### src/rtl/wcf_pkg.sv
`default_nettype none

package wcf_pkg;

    localparam int          DRAW_W      = 31;
    localparam int          COUNT_W     = 15;
    localparam logic [47:0] RNG_RESET   = 48'h1234ABCD330E;
    localparam logic [15:0] SEED_LOW    = 16'h330E;
    localparam logic [23:0] LCG_MUL_LO  = 24'hECE66D;
    localparam logic [23:0] LCG_MUL_HI  = 24'h0005DE;
    localparam logic [47:0] LCG_ADD     = 48'hB;
    localparam logic [7:0]  SIDE_RESET  = 8'd50;

    localparam logic [0:0]  CFG_SIDE    = 1'b0;
    localparam logic [0:0]  CFG_THRESH  = 1'b1;

    localparam logic [2:0]  DIR_UP      = 3'd0;
    localparam logic [2:0]  DIR_DOWN    = 3'd1;
    localparam logic [2:0]  DIR_LEFT    = 3'd2;
    localparam logic [2:0]  DIR_RIGHT   = 3'd3;
    localparam logic [2:0]  DIR_DONE    = 3'd4;

    typedef enum logic [1:0] {
        MODE_WRITE   = 2'd0,
        MODE_READ    = 2'd1,
        MODE_CLUSTER = 2'd2,
        MODE_RESEED  = 2'd3
    } mode_t;

    typedef enum logic [3:0] {
        ST_IDLE,
        ST_READ,
        ST_RNG_ROW,
        ST_MOD_ROW,
        ST_RNG_COL,
        ST_MOD_COL,
        ST_START_RD,
        ST_NB_RD,
        ST_NB_CHK,
        ST_JOIN,
        ST_POP_LD,
        ST_FIN
    } fsm_t;

    typedef struct packed {
        logic step;
        logic load;
    } rng_ctl_t;

endpackage

`default_nettype wire

### src/rtl/wcf_rng.sv
`default_nettype none

module wcf_rng (
    input  wire logic               clk,
    input  wire logic               rst_n,
    input  wire wcf_pkg::rng_ctl_t  ctl,
    input  wire logic [31:0]        seed,
    output logic      [47:0]        state,
    output logic                    done
);

    import wcf_pkg::*;

    logic [47:0] state_reg;
    logic [47:0] acc_reg;
    logic [1:0]  phase_reg;
    logic        busy_reg;
    logic        done_reg;

    logic [23:0] op_a;
    logic [23:0] op_b;
    logic [47:0] prod;
    logic [47:0] addend;
    logic [47:0] acc_sum;

    // state * mul mod 2^48 as three 24-bit partial products, one a cycle
    always_comb
    begin
        op_a    = (phase_reg == 2'd2) ? state_reg[47:24] : state_reg[23:0];
        op_b    = (phase_reg == 2'd1) ? LCG_MUL_HI : LCG_MUL_LO;
        prod    = 48'(op_a * op_b);
        addend  = (phase_reg == 2'd0) ? prod : {prod[23:0], 24'd0};
        acc_sum = ((phase_reg == 2'd0) ? 48'd0 : acc_reg) + addend;
    end

    always_ff @(posedge clk or negedge rst_n)
    begin
        if (!rst_n)
        begin
            state_reg <= RNG_RESET;
            phase_reg <= 2'd0;
            busy_reg  <= 1'b0;
            done_reg  <= 1'b0;
        end
        else
        begin
            done_reg <= 1'b0;
            if (ctl.load)
            begin
                state_reg <= {seed, SEED_LOW};
            end
            else if (ctl.step)
            begin
                busy_reg  <= 1'b1;
                phase_reg <= 2'd0;
            end
            else if (busy_reg)
            begin
                if (phase_reg == 2'd3)
                begin
                    state_reg <= acc_reg + LCG_ADD;
                    busy_reg  <= 1'b0;
                    done_reg  <= 1'b1;
                end
                else
                begin
                    phase_reg <= phase_reg + 2'd1;
                end
            end
        end
    end

    always_ff @(posedge clk)
    begin
        if (busy_reg && phase_reg != 2'd3)
        begin
            acc_reg <= acc_sum;
        end
    end

    assign state = state_reg;
    assign done  = done_reg;

endmodule

`default_nettype wire

### config.mk
export PLATFORM = sky130hd
export DESIGN_NAME = wcf_rng
export DESIGN_NICKNAME = d
export VERILOG_FILES = /design/src/rtl/wcf_pkg.sv /design/src/rtl/wcf_rng.sv
export SDC_FILE = /design/constraint.sdc
export NUM_CORES = 1
export LEC_CHECK = 0
export BUFFER_PORTS_ARGS = -buffer_cell sky130_fd_sc_hd__buf_2
export CAP_MARGIN = 20
export CORE_MARGIN = 4
export CORE_UTILIZATION = 60
export CTS_BUF_LIST = sky130_fd_sc_hd__clkbuf_16
export CTS_CLUSTER_SIZE = 8
export DETAILED_ROUTE_END_ITERATION = 16
export PLACE_DENSITY = 0.76
export SLEW_MARGIN = 15
export SYNTH_ARGS = -nofsm -noshare
export SYNTH_HDL_FRONTEND = slang
export SYNTH_SLANG_ARGS = --single-unit
export TNS_END_PERCENT = 30
### constraint.sdc
create_clock -name clk -period 12.3 [get_ports clk]
set_input_delay 2.46 -clock clk [delete_from_list [all_inputs] [get_ports clk]]
set_output_delay 2.46 -clock clk [all_outputs]
set_load 0.02 [all_outputs]
==> Word level (Yosys, flattened, before mapping) <==
Cells that the tools add are included.
{ "op_classes": {"muxes": 18, "n_eq_ne": 6, "n_reduce_logical": 7, "shifts": 0, "magnitude_cmp": 0, "multipliers": 1, "bitwise": 1, "div_mod_pow": 0, "n_addsub": 3} }
{ "ops": {"columns": ["cell", "n"], "rows": [
  ["48-bit two-way mux", 6],
  ["48-bit by 4-bit adder with 48-bit output, second input constant", 1],
  ["48-bit adder", 1],
  ["24-bit by 24-bit multiplier with 48-bit output", 1],
  ["24-bit two-way mux", 2],
  ["1-bit two-way mux", 7],
  ["2-bit two-way mux", 3],
  ["2-bit != test, second input constant", 3],
  ["3-bit AND reduction", 2],
  ["2-bit nonzero test", 3],
  ["2-bit equality test, second input constant", 2],
  ["2-bit by 1-bit adder with 2-bit output, second input constant", 1],
  ["2-bit by 1-bit equality test with 1-bit output, second input constant", 1],
  ["2-bit logical NOT", 1],
  ["1-bit logical AND", 1],
  ["1-bit NOT", 1]
]} }
{ "word_totals": {"reg_bits": 100, "romBits": 0, "ram_bits": 0, "out_inout_bits": 49, "word_cells": 41, "latch_bits": 0, "n_memories": 0} }

==> Logic depth before layout (Yosys ltp) <==
{ "logic_depth": {"word_depth": 5, "ltp_mapped": 45} }

==> Worst setup path after synthesis <==
OpenSTA, ideal clock, no wires.
{ "synth_path": {"path_type": "flip-flop to flip-flop", "start": "register phase_reg[0]", "end": "register acc_reg[47] (data pin)", "setup_time_ns": 0.264, "arrival_time_ns": 10.296, "stages_incl_launch_ff": 44, "path_slack_ns": 1.740, "synth_period_minus_slack_ns": 10.560, "cell_sequence": "dfrtp_1 inv_1 ha_1 clkbuf_1 buf_1 clkbuf_1 mux2i_1 inv_1 nand2_1 inv_1 fa_1 fa_1 inv_1 fa_1 inv_1 fa_1 inv_1 fa_1 [... 8 more ...] o21ai_0 inv_1 a2111oi_2 o21ai_1 o311ai_1 nand2_1 xnor2_1 a21o_1 ha_1 clkbuf_1 and3_1 and2_1 clkbuf_1 a41o_1 a221o_1 a211oi_1 o31ai_1 xnor2_1"} }
{ "synth_between": {"elab_chain_cells": 5} }
{ "synth_rtl": {"columns": ["item", "line", "text"], "rows": [
  ["from (decl)", "wcf_rng.sv:16", "logic [1:0] phase_reg;"],
  ["from (signal assigned)", "wcf_rng.sv:67", "phase_reg <= phase_reg + 2'd1;"],
  ["2-bit equality test / 2-bit by 1-bit equality test with 1-bit output (equally long branches)", "wcf_rng.sv:29, wcf_rng.sv:30", null],
  ["24-bit two-way mux (on tied branches)", "wcf_rng.sv:29, wcf_rng.sv:30", null],
  ["24-bit by 24-bit multiplier with 48-bit output", "wcf_rng.sv:31", "prod = 48'(op_a * op_b);"],
  ["48-bit two-way mux", "wcf_rng.sv:32", "addend = (phase_reg == 2'd0) ? prod : {prod[23:0], 24'd0};"],
  ["48-bit adder (*)", "wcf_rng.sv:33", "acc_sum = ((phase_reg == 2'd0) ? 48'd0 : acc_reg) + addend;"],
  ["net acc_sum[47]", "wcf_rng.sv:24", "logic [47:0] acc_sum;"],
  ["to (signal assigned)", "wcf_rng.sv:77", "acc_reg <= acc_sum;"],
  ["to (decl)", "wcf_rng.sv:15", "logic [47:0] acc_reg;"]
]} }
The timed path passes the listed nets; every way through them passes the cells marked *.
A chain may end at the register's enable or synchronous reset.

==> Final worst setup path <==
Same ends and word-level chain as after synthesis.

==> impl_metrics.csv <==
group,metric,value,unit
run_status,status,"completed",
sta,fmax,90.27,MHz
global_routing,grt_pass1_vias,18290,
global_routing,grt_pass1_wl,102300,µm
min_path,hold_path_class,"reg2reg",
setup_path,cp-start-kind,"flip-flop",
final_layout,fin_area,23600,µm²
drt,drt_iter0_markers,1556,
setup_path,crit_type,"reg2reg",
global_routing,grt_max_degree,86,
clock_network,cts_tree,"yes",
drt,wl_per_cell,21.29,µm
setup_path,critPathTopFamily,"adder cells",
drt,detail-route-antenna-nets,0,
floorplanning,start_util,61.04,%
global_routing,grt_antenna_before_repair,1,
clock_network,cts.path.max_buffers,2,
sta,rsz0062_at_grt,"false",
synth,synth_edf_count,48,
final_layout,drive_gt1_share,7.614,%
drt,finalWirelength,64480,µm
clock_network,clock-sinks,100,
sta,fin_crit,11080,ps
setup_path,cp.depth,37,
clock_network,cts-root-buf,"clkbuf_16",
clock_network,cts_setup_buffers,0,
synth,synth_top_area_share,30.05,%
placed_design,port_buffers,84,
floorplanning,dieArea,40580,µm²
clock_network,cts_buffers,9,
synth,synth_area,22450,µm²
final_layout,antennaDiodeCount,0,
global_routing,grt_overflow,0,
setup_path,cpMostUsedCell,"inv_1",
synth,synth.distinct_cells,81,
global_routing,track_usage,32.08,%
clock_network,clk_pin_slew,80,ps
clock_network,cts_resized,0,
setup_path,path_max_fanout,15,
floorplanning,die_h,201.4,µm
setup_path,crit_path_end,"acc_reg[47]$_DFFE_PP_",
synth,synth_cells,2521,
synth,synth_area_leaders,"fa_1, ha_1, inv_1",
sta,finalCritPeriodShare,90.07,%
synth,ys_top_cells_by_count,"inv_1, fa_1, ha_1",
final_layout,final_nets,3218,
setup_path,r2r_slack,1220,ps
clock_network,clk_latency,370,ps
clock_network,htree_levels,3,
placed_design,post-dp-hpwl,56180,µm
setup_path,cp_slowest_cell,"mux2i_1",
floorplanning,core_area,36790,µm²
placed_design,post_dp_cell_area,23290,µm²
floorplanning,io_pins,85,
synth,synth.most_common_cell,"inv_1",
synth,synth_seq_cells,100,
drt,dr.pass1.iters,5,
synth,seq_area_frac_synth,12.34,%
job,max-cap-violations,0,
sta,finClkSkew,7.761,ps
final_layout,syn_to_final_growth,5.088,%
final_layout,fill_cells,3091,
synth,yosysTopAreaCell,"fa_1",
setup_path,crit_start,"phase_reg[0]$_DFFE_PN0P_",
synth,synth_ff_type,"edfxtp_1",
synth,ys.warnings.count,0,
final_layout,largest_register_ffs,48,
sta,setup-tns-final,0,ps
setup_path,cp.required,12420,ps
synth,synth.avg_cell_area,8.906,µm²
setup_path,critPathCaptureType,"flip-flop",
clock_network,cts_hold_buffers,0,
sta,tightest_slew,1192,ps
setup_path,regToRegEndpoint,"acc_reg[47]$_DFFE_PP_",
setup_path,reg2regPathDepth,37,
drt,vias,17680,
drt,drc,0,
setup_path,r2r-start,"phase_reg[0]$_DFFE_PN0P_",
synth,async_flop_share,52.00,%
setup_path,worst-path-buf-inv,9,
sta,maxSlewHeadroom,20.21,%
setup_path,cpPeakStageDelay,560,ps
placed_design,gp_congestion,0.9883,
sta,hold_viol_final,0,
drt,vias_per_cell,5.835,
setup_path,arrival,11200,ps
floorplanning,rows,70,
sta,setup_viol,0,
floorplanning,die_w,201.4,µm
sta,slew_violations,0,
[layout make-up]
cell class	instances	area (µm²)	share of cell area, %
Clock inverter	7	78.83	0.3341
Timing Repair Buffer	98	525.5	2.227
Inverter	623	2338	9.911
Tap cell	468	585.6	2.482
Multi-Input combinational cell	1724	17070	72.35
Clock buffer	9	225.2	0.9545
Sequential cell	100	2770	11.74
[through the flow]
step                      hold slack (ps)  instances  util, %  worst slack [ps]
after floorplan                     445.6       2523        -              1740
after global placement              470.3       3013    63.32              1533
after global routing                533.1       3029    64.14             782.8
final                               493.7       3029    64.14              1222
after detailed placement            473.5       3013    63.32              1366
after CTS                           486.8       3029    64.14              1331
[logic make-up (layout without fill, tap and decap cells)]
kind of cell / Yosys count / after routing / synth area share (%)
compound gates: 414 / 414 / 12.22
xor+xnor: 116 / 116 / 4.525
fa+ha+maj: 626 / 626 / 46.15
buf+inv: 699 / 737 / 11.74
flops: 100 / 100 / 12.34
mux: 36 / 36 / 1.650
other cells: 1 / 3 / 0.01670
simple gates: 529 / 529 / 11.36
[layer usage]
layer  track usage (%)  up-vias  part of all wire, %
met3             5.624      151                  8.8
met4             10.28        2                  4.0
met5                 0        -                0.020
met2             52.18      794                   46
li1                  -     8090                    -
met1             44.14     8638                   41
[worst min-delay path by stage]
stage / start / endpoint / slack [ps] / cells after the start
after global routing: flip-flop / state[0]$_DFFE_PN0P_ / 530 / 1
after floorplan: flip-flop / state[0]$_DFFE_PN0P_ / 450 / 1
after CTS: flip-flop / state[0]$_DFFE_PN0P_ / 490 / 1
after global placement: flip-flop / state[0]$_DFFE_PN0P_ / 470 / 1
final: flip-flop / state[0]$_DFFE_PN0P_ / 490 / 1
after detailed placement: flip-flop / state[0]$_DFFE_PN0P_ / 470 / 1
[cells in the final DEF, fill, tap and decap left out, drive strengths merged, types with 17 or more instances in the layout]
| cell | synthesis | layout |
|---|---|---|
| ha | 289 | 289 |
| fa | 337 | 337 |
| inv | 623 | 627 |
| nand2 | 172 | 172 |
| o21ai | 101 | 101 |
| mux2i | 28 | 28 |
| or2 | 26 | 26 |
| nor3 | 25 | 25 |
| a21o | 53 | 53 |
| nor2 | 121 | 121 |
| xnor2 | 68 | 68 |
| xor2 | 48 | 48 |
| a21oi | 126 | 126 |
| dfstp | 22 | 22 |
| dfrtp | 30 | 30 |
| buf | 5 | 98 |
| edfxtp | 48 | 48 |
| nand3 | 40 | 40 |
| and2 | 20 | 20 |
| nor2b | 42 | 42 |
| nand2b | 17 | 17 |
Power is left out: the tool's default activity adds up to more than one toggle a clock period on the data nets, which glitch-free logic cannot reach.
