===== src/rtl/wcf_pkg.sv =====
`default_nettype none

package wcf_pkg;

    localparam int          DRAW_W      = 31;
    localparam int          COUNT_W     = 15;
    localparam logic [47:0] RNG_RESET   = 48'h1234ABCD330E;
    localparam logic [15:0] SEED_LOW    = 16'h330E;
    localparam logic [23:0] LCG_MUL_LO  = 24'hECE66D;
    localparam logic [23:0] LCG_MUL_HI  = 24'h0005DE;
    localparam logic [47:0] LCG_ADD     = 48'hB;
    localparam logic [7:0]  SIDE_RESET  = 8'd50;

    localparam logic [0:0]  CFG_SIDE    = 1'b0;
    localparam logic [0:0]  CFG_THRESH  = 1'b1;

    localparam logic [2:0]  DIR_UP      = 3'd0;
    localparam logic [2:0]  DIR_DOWN    = 3'd1;
    localparam logic [2:0]  DIR_LEFT    = 3'd2;
    localparam logic [2:0]  DIR_RIGHT   = 3'd3;
    localparam logic [2:0]  DIR_DONE    = 3'd4;

    typedef enum logic [1:0] {
        MODE_WRITE   = 2'd0,
        MODE_READ    = 2'd1,
        MODE_CLUSTER = 2'd2,
        MODE_RESEED  = 2'd3
    } mode_t;

    typedef enum logic [3:0] {
        ST_IDLE,
        ST_READ,
        ST_RNG_ROW,
        ST_MOD_ROW,
        ST_RNG_COL,
        ST_MOD_COL,
        ST_START_RD,
        ST_NB_RD,
        ST_NB_CHK,
        ST_JOIN,
        ST_POP_LD,
        ST_FIN
    } fsm_t;

    typedef struct packed {
        logic step;
        logic load;
    } rng_ctl_t;

endpackage

`default_nettype wire


===== src/rtl/wcf_mod.sv =====
`default_nettype none

module wcf_mod #(
    parameter int DW = 8,
    parameter int RW = 7
) (
    input  wire logic                       clk,
    input  wire logic                       rst_n,
    input  wire logic                       start,
    input  wire logic [wcf_pkg::DRAW_W-1:0] dividend,
    input  wire logic [DW-1:0]              divisor,
    output logic      [RW-1:0]              rem,
    output logic                            done
);

    import wcf_pkg::*;

    localparam int CNT_W = $clog2(DRAW_W + 1);

    logic [DRAW_W-1:0] shift_reg;
    logic [DW-1:0]     div_reg;
    logic [DW-1:0]     rem_reg;
    logic [CNT_W-1:0]  cnt_reg;
    logic              busy_reg;
    logic              done_reg;

    logic [DW:0]       trial;
    logic [DW-1:0]     rem_next;

    // restoring remainder, one dividend bit a cycle
    always_comb
    begin
        trial = {rem_reg, shift_reg[DRAW_W-1]};
        if (trial >= {1'b0, div_reg})
        begin
            rem_next = DW'(trial - {1'b0, div_reg});
        end
        else
        begin
            rem_next = DW'(trial);
        end
    end

    always_ff @(posedge clk or negedge rst_n)
    begin
        if (!rst_n)
        begin
            busy_reg <= 1'b0;
            done_reg <= 1'b0;
            cnt_reg  <= '0;
        end
        else
        begin
            done_reg <= 1'b0;
            if (start)
            begin
                busy_reg <= 1'b1;
                cnt_reg  <= '0;
            end
            else if (busy_reg)
            begin
                cnt_reg <= cnt_reg + CNT_W'(1);
                if (cnt_reg == CNT_W'(DRAW_W - 1))
                begin
                    busy_reg <= 1'b0;
                    done_reg <= 1'b1;
                end
            end
        end
    end

    always_ff @(posedge clk)
    begin
        if (start)
        begin
            shift_reg <= dividend;
            div_reg   <= divisor;
            rem_reg   <= '0;
        end
        else if (busy_reg)
        begin
            shift_reg <= {shift_reg[DRAW_W-2:0], 1'b0};
            rem_reg   <= rem_next;
        end
    end

    assign rem  = RW'(rem_reg);
    assign done = done_reg;

endmodule

`default_nettype wire


===== config.mk =====
export PLATFORM = sky130hd
export DESIGN_NAME = wcf_mod
export DESIGN_NICKNAME = d
export VERILOG_FILES = /design/src/rtl/wcf_pkg.sv /design/src/rtl/wcf_mod.sv
export SDC_FILE = /design/constraint.sdc
export NUM_CORES = 1
export LEC_CHECK = 0
export BUFFER_PORTS_ARGS = -buffer_cell sky130_fd_sc_hd__buf_2
export CAP_MARGIN = 10
export CELL_PAD_IN_SITES_DETAIL_PLACEMENT = 1
export CELL_PAD_IN_SITES_GLOBAL_PLACEMENT = 2
export CORE_MARGIN = 2
export CORE_UTILIZATION = 35
export CTS_BUF_LIST = sky130_fd_sc_hd__clkbuf_2
export CTS_CLUSTER_DIAMETER = 50
export CTS_CLUSTER_SIZE = 14
export DETAILED_ROUTE_END_ITERATION = 10
export GPL_TIMING_DRIVEN = 0
export PLACE_DENSITY = 0.82
export SYNTH_ARGS = -nofsm -noshare
export SYNTH_HDL_FRONTEND = slang
export SYNTH_SLANG_ARGS = --single-unit

===== constraint.sdc =====
create_clock -name clk -period 1.8 [get_ports clk]
set_input_delay 0.27 -clock clk [delete_from_list [all_inputs] [get_ports clk]]
set_output_delay 0.27 -clock clk [all_outputs]
set_load 0.005 [all_outputs]

# Yosys cells after proc, flatten, opt, wreduce, memory -nomap -nowiden
# Index checks and enable logic that the tools add are counted.
dict set report word_totals {
  regBits 54
  out_inout_bits 8
  wordCells 22
}
dict set report op_classes {
  n_addsub 2
  order_cmp 1
  n_eq_ne 1
  mux 11
  reduce_logical 1
}
# cell count
set op_table {}
lappend op_table {{31-bit 2-to-1 mux} 2}
lappend op_table {{5-bit 2-to-1 mux} 2}
lappend op_table {{9-bit by 8-bit >= comparator with 1-bit output} 1}
lappend op_table {{8-bit 2-to-1 mux} 1}
lappend op_table {{8-bit subtractor} 1}
lappend op_table {{1-bit 2-to-1 mux} 6}
lappend op_table {{5-bit by 1-bit adder with 5-bit output (second input constant)} 1}
lappend op_table {{5-bit == test (second input constant)} 1}
lappend op_table {{2-bit nonzero test} 1}

# Longest topological paths before layout
dict set report logic_depth {
  depth_word 4
  ltp_mapped 9
}

# Worst setup path before layout
# No wires, ideal clock.
dict set report synth_path {
  path_type {register -> register}
  startpoint {reg shift_reg[30]}
  endpoint {reg rem_reg[6]}
  setup_ns 0.067
  arrival_time_ns 1.801
  required_ns 1.733
  setup_slack_ns -0.068
  path_stages_with_launch 10
  path_buffers 0
  path_cell_list {edfxtp_1 > inv_1 > ha_1 > fa_1 > nor2b_4 > o31a_1 > o21a_1 > o21a_1 > o31a_1 > o21ai_2}
}
dict set report synth_via {
  elab_chain_len 2
  elab_cells_between_ends 3
}
# element line_no
set synth_lines {}
lappend synth_lines {{from (decl)} wcf_mod.sv:20} ;# logic [DRAW_W-1:0] shift_reg;
lappend synth_lines {{from (signal assigned)} wcf_mod.sv:76} ;# shift_reg <= dividend;
lappend synth_lines {{from (signal assigned)} wcf_mod.sv:82} ;# shift_reg <= {shift_reg[DRAW_W-2:0], 1'b0};
lappend synth_lines {{8-bit subtractor or 9-bit by 8-bit >= comparator with 1-bit output (tied branches)} {wcf_mod.sv:36, wcf_mod.sv:34}}
lappend synth_lines {{8-bit 2-to-1 mux *} wcf_mod.sv:34} ;# if (trial >= {1'b0, div_reg})
lappend synth_lines {{to (signal assigned)} wcf_mod.sv:83} ;# rem_reg <= rem_next;
lappend synth_lines {{to (decl)} wcf_mod.sv:22} ;# logic [DW-1:0] rem_reg;
# Every way passes the cells marked *; elsewhere a longest branch is shown, timed or not.
# A chain may end at the register's enable or synchronous reset.

# Worst setup path after layout
# Ends and elaborated chain as after synthesis.

==> impl_metrics.env <==
export IMPL_maxSlewViolCount=0
export IMPL_switchingPower_w=0.00115
export IMPL_wl_per_cell_um=14.4
export IMPL_cp_start_kind="register"
export IMPL_synth_most_common_cell="edfxtp_1"
export IMPL_synthArstFlopShare_pct=13.0
export IMPL_status="complete, but fails checks"
export IMPL_fin_ws_ns=-0.169
export IMPL_insertion_delay_ns=0.44
export IMPL_ir_worst_vdd_uv=387
export IMPL_worstRegToRegCells=9
export IMPL_hold_viol=0
export IMPL_fin_util_pct=45.1
export IMPL_min_period_ns=1.97
export IMPL_initial_core_util_pct=36.1
export IMPL_overflow=0
export IMPL_coreArea_um2=7250
export IMPL_dieArea_um2=8190
export IMPL_syn_area_per_cell_um2=12.9
export IMPL_grt_pass1_wl_um=8510
export IMPL_pwr_share_comb_pct=38.6
export IMPL_synth_enable_flop_cells=39
export IMPL_area_growth_pct=25.0
export IMPL_num_antenna_cells=0
export IMPL_netlist_top_cells_area="edfxtp_1, mux2_2, dfrtp_1"
export IMPL_finClkSkew_ns=0.0277
export IMPL_yosysWarnings=0
export IMPL_yosysUniqueCellTypes=39
export IMPL_row_count=31
export IMPL_layout_drive_gt1_share_pct=45.5
export IMPL_fin_tns_setup_ns=-0.188
export IMPL_post_drt_via_cell_ratio=4.66
export IMPL_crit_arrival_ns=2.38
export IMPL_cp_required_ns=2.21
export IMPL_grt_antenna_before_repair=0
export IMPL_holdWs_ns=0.100
export IMPL_ys_flop_type="edfxtp_1"
export IMPL_fin_crit_sh_pct=109
export IMPL_min_path_type="primary input to register"
export IMPL_cts_made_buffers=5
export IMPL_htreeDepth=2
export IMPL_max_slew_margin_rel_pct=62.4
export IMPL_clkTransAtPathRegs_ns=0.30
export IMPL_seqPwrFrac_pct=46.8
export IMPL_drt_iter0_markers=43
export IMPL_p_sw_share_pct=33.0
export IMPL_grt_start_max_net_pins=18
export IMPL_powerDensity_nw_per_um2=1070
export IMPL_netlist_top_cells_count="edfxtp_1, mux2_2, nor2_1"
export IMPL_root_buffer="clkbuf_2"
export IMPL_p_leak_nw=1.36
export IMPL_max_cap_violations=0
export IMPL_grt_setup_unrepaired="yes"
export IMPL_crit_type="register to register"
export IMPL_gp_congestion=0.730
export IMPL_syn_inst=203
export IMPL_synth_area_um2=2620
export IMPL_largest_reg_flops=31
export IMPL_grt_pass1_vias=1780
export IMPL_fmax_mhz=508
export IMPL_ios=50
export IMPL_first_pass_iters=4
export IMPL_track_usage_pct=12.9
export IMPL_setup_viol=2
export IMPL_vias=1743
export IMPL_pwr_share_clk_pct=14.6
export IMPL_yosys_area_top_type="edfxtp_1"
export IMPL_synth_top_area_share_pct=44.7
export IMPL_syn_num_nets=256
export IMPL_clock_sinks=54
export IMPL_clockBufferDepth=2
export IMPL_io_buffers=49
export IMPL_crit_fanout=3
export IMPL_hold_path_cell_count=2
export IMPL_endpoint_kind="register"
export IMPL_p_int_w=0.00234
export IMPL_die_x_um=90.5
export IMPL_die_y_um=90.5
export IMPL_violations="negative setup slack"
export IMPL_nNetsFinal=327
export IMPL_dp_final_hpwl_um=3750
export IMPL_fin_total_pwr_w=0.00350
export IMPL_wl_um=5380
export IMPL_cts_tree="yes"
export IMPL_drc=0
export IMPL_worst_pin_slew_ns=0.564
export IMPL_ant_nets=0
export IMPL_synth_seq_area_share_pct=57.5
export IMPL_ys_ff_latch=54
-- layout make-up --
class	instances	area, µm²
fill	800	3980
buffer	13	82.6
multi-input combinational	122	1080
timing repair buffer	63	373
tap	99	124
inverter	14	56.3
clock buffer	6	30.0
timing repair inverter	1	7.51
clock inverter	2	13.8
sequential	54	1510
-- logic make-up after synthesis --
group / after synthesis / synth area share (%)
mux: 32 / 13.7
flops: 54 / 57.5
compound gates: 34 / 8.94
xor+xnor: 6 / 2.01
fa+ha+maj: 11 / 5.54
simple gates: 39 / 7.17
buf+inv: 27 / 5.16
-- stage by stage --
| step | setup slack (ns) | std cells | area [µm²] |
|---|---|---|---|
| 4_1_cts | -0.173 | 372 | 3210 |
| 3_3_place_gp | -0.839 | 351 | 2990 |
| 2_1_floorplan | -0.0583 | 203 | 2620 |
| 5_1_grt | -0.202 | 374 | 3270 |
| 3_5_place_dp | -0.890 | 351 | 2990 |
| 6_report | -0.169 | 374 | 3270 |
-- cells in the final DEF (no fill, tap or decap), types with 2 or more instances in the layout --
cell / Yosys / routed
a21oi_1: 10 / 6
dfrtp_1: 7 / 7
ha_4: 0 / 4
inv_2: 0 / 2
o21ai_2: 1 / 2
edfxtp_1: 39 / 39
o21a_1: 3 / 3
clkbuf_2: 0 / 6
nand4_1: 3 / 3
buf_2: 0 / 49
mux2i_1: 2 / 2
o21ai_0: 5 / 5
buf_1: 3 / 3
clkbuf_1: 2 / 2
nand2b_1: 4 / 4
dfxtp_2: 0 / 2
nor2_2: 0 / 2
buf_4: 7 / 12
a21oi_2: 0 / 3
a211oi_1: 4 / 3
o31a_1: 2 / 2
clkinvlp_4: 0 / 2
xor2_1: 3 / 3
mux2_2: 30 / 30
dlygate4sd3_1: 0 / 9
nor2_1: 17 / 15
nor3_1: 2 / 2
xnor2_1: 3 / 3
a21oi_4: 1 / 2
ha_1: 10 / 6
inv_1: 14 / 11
dfxtp_1: 8 / 6
nand2_1: 8 / 8
-- metal layers --
layer  routed length [µm]  share of wire [%]  up-vias  GRT usage [%]
li1                     -                  -      862              -
met1                 2360                 44      846           16.7
met2                 2730                 51       31           21.1
met3                  258                4.8        4           4.09
met4                   38               0.71        0           3.08
met5                    0                  0        -              0
-- power groups by stage --
stage | Sequential, W | Clock (W) | Combinational, W
6_report | 0.00164 | 0.000512 | 0.00135
5_1_grt | 0.00166 | 0.000575 | 0.00149
4_1_cts | 0.00163 | 0.000531 | 0.00126
2_1_floorplan | 0.00161 | 0 | 0.000848
3_3_place_gp | 0.00164 | 0 | 0.00110
3_5_place_dp | 0.00164 | 0 | 0.00111
-- timing repair --
action                                  in CTS  in global routing
hold endpoints to repair                    15                  0
buffers inserted                             2                  2
pin swaps                                    3                  4
hold buffers                                 9                  0
endpoints found under the setup margin      39                 24
cloned                                       2                  0
gates resized for setup                     14                  9
-- path summary, 6_finish.rpt --
check	from	end	slack [ns]
max in group asynchronous	rst_n	cnt_reg[1]	1.50
worst max-delay path	shift_reg[30]	rem_reg[6]	-0.17
worst min register to register	rem_reg[7]	rem_reg[7]	0.51
worst max register to register	shift_reg[30]	rem_reg[6]	-0.17
min in group asynchronous	rst_n	busy_reg	0.14
worst min-delay path	dividend[28]	shift_reg[28]	0.10
-- worst max-delay path, stage by stage (launching register included) --
cell,delay [ns]
edfxtp_1,0.49
inv_2,0.09
ha_4,0.13
fa_2,0.22
nor2b_4,0.05
o31a_1,0.27
o21a_1,0.19
o21a_1,0.17
o31a_1,0.24
o21ai_2,0.10
(Power assumes the default switching activity.)
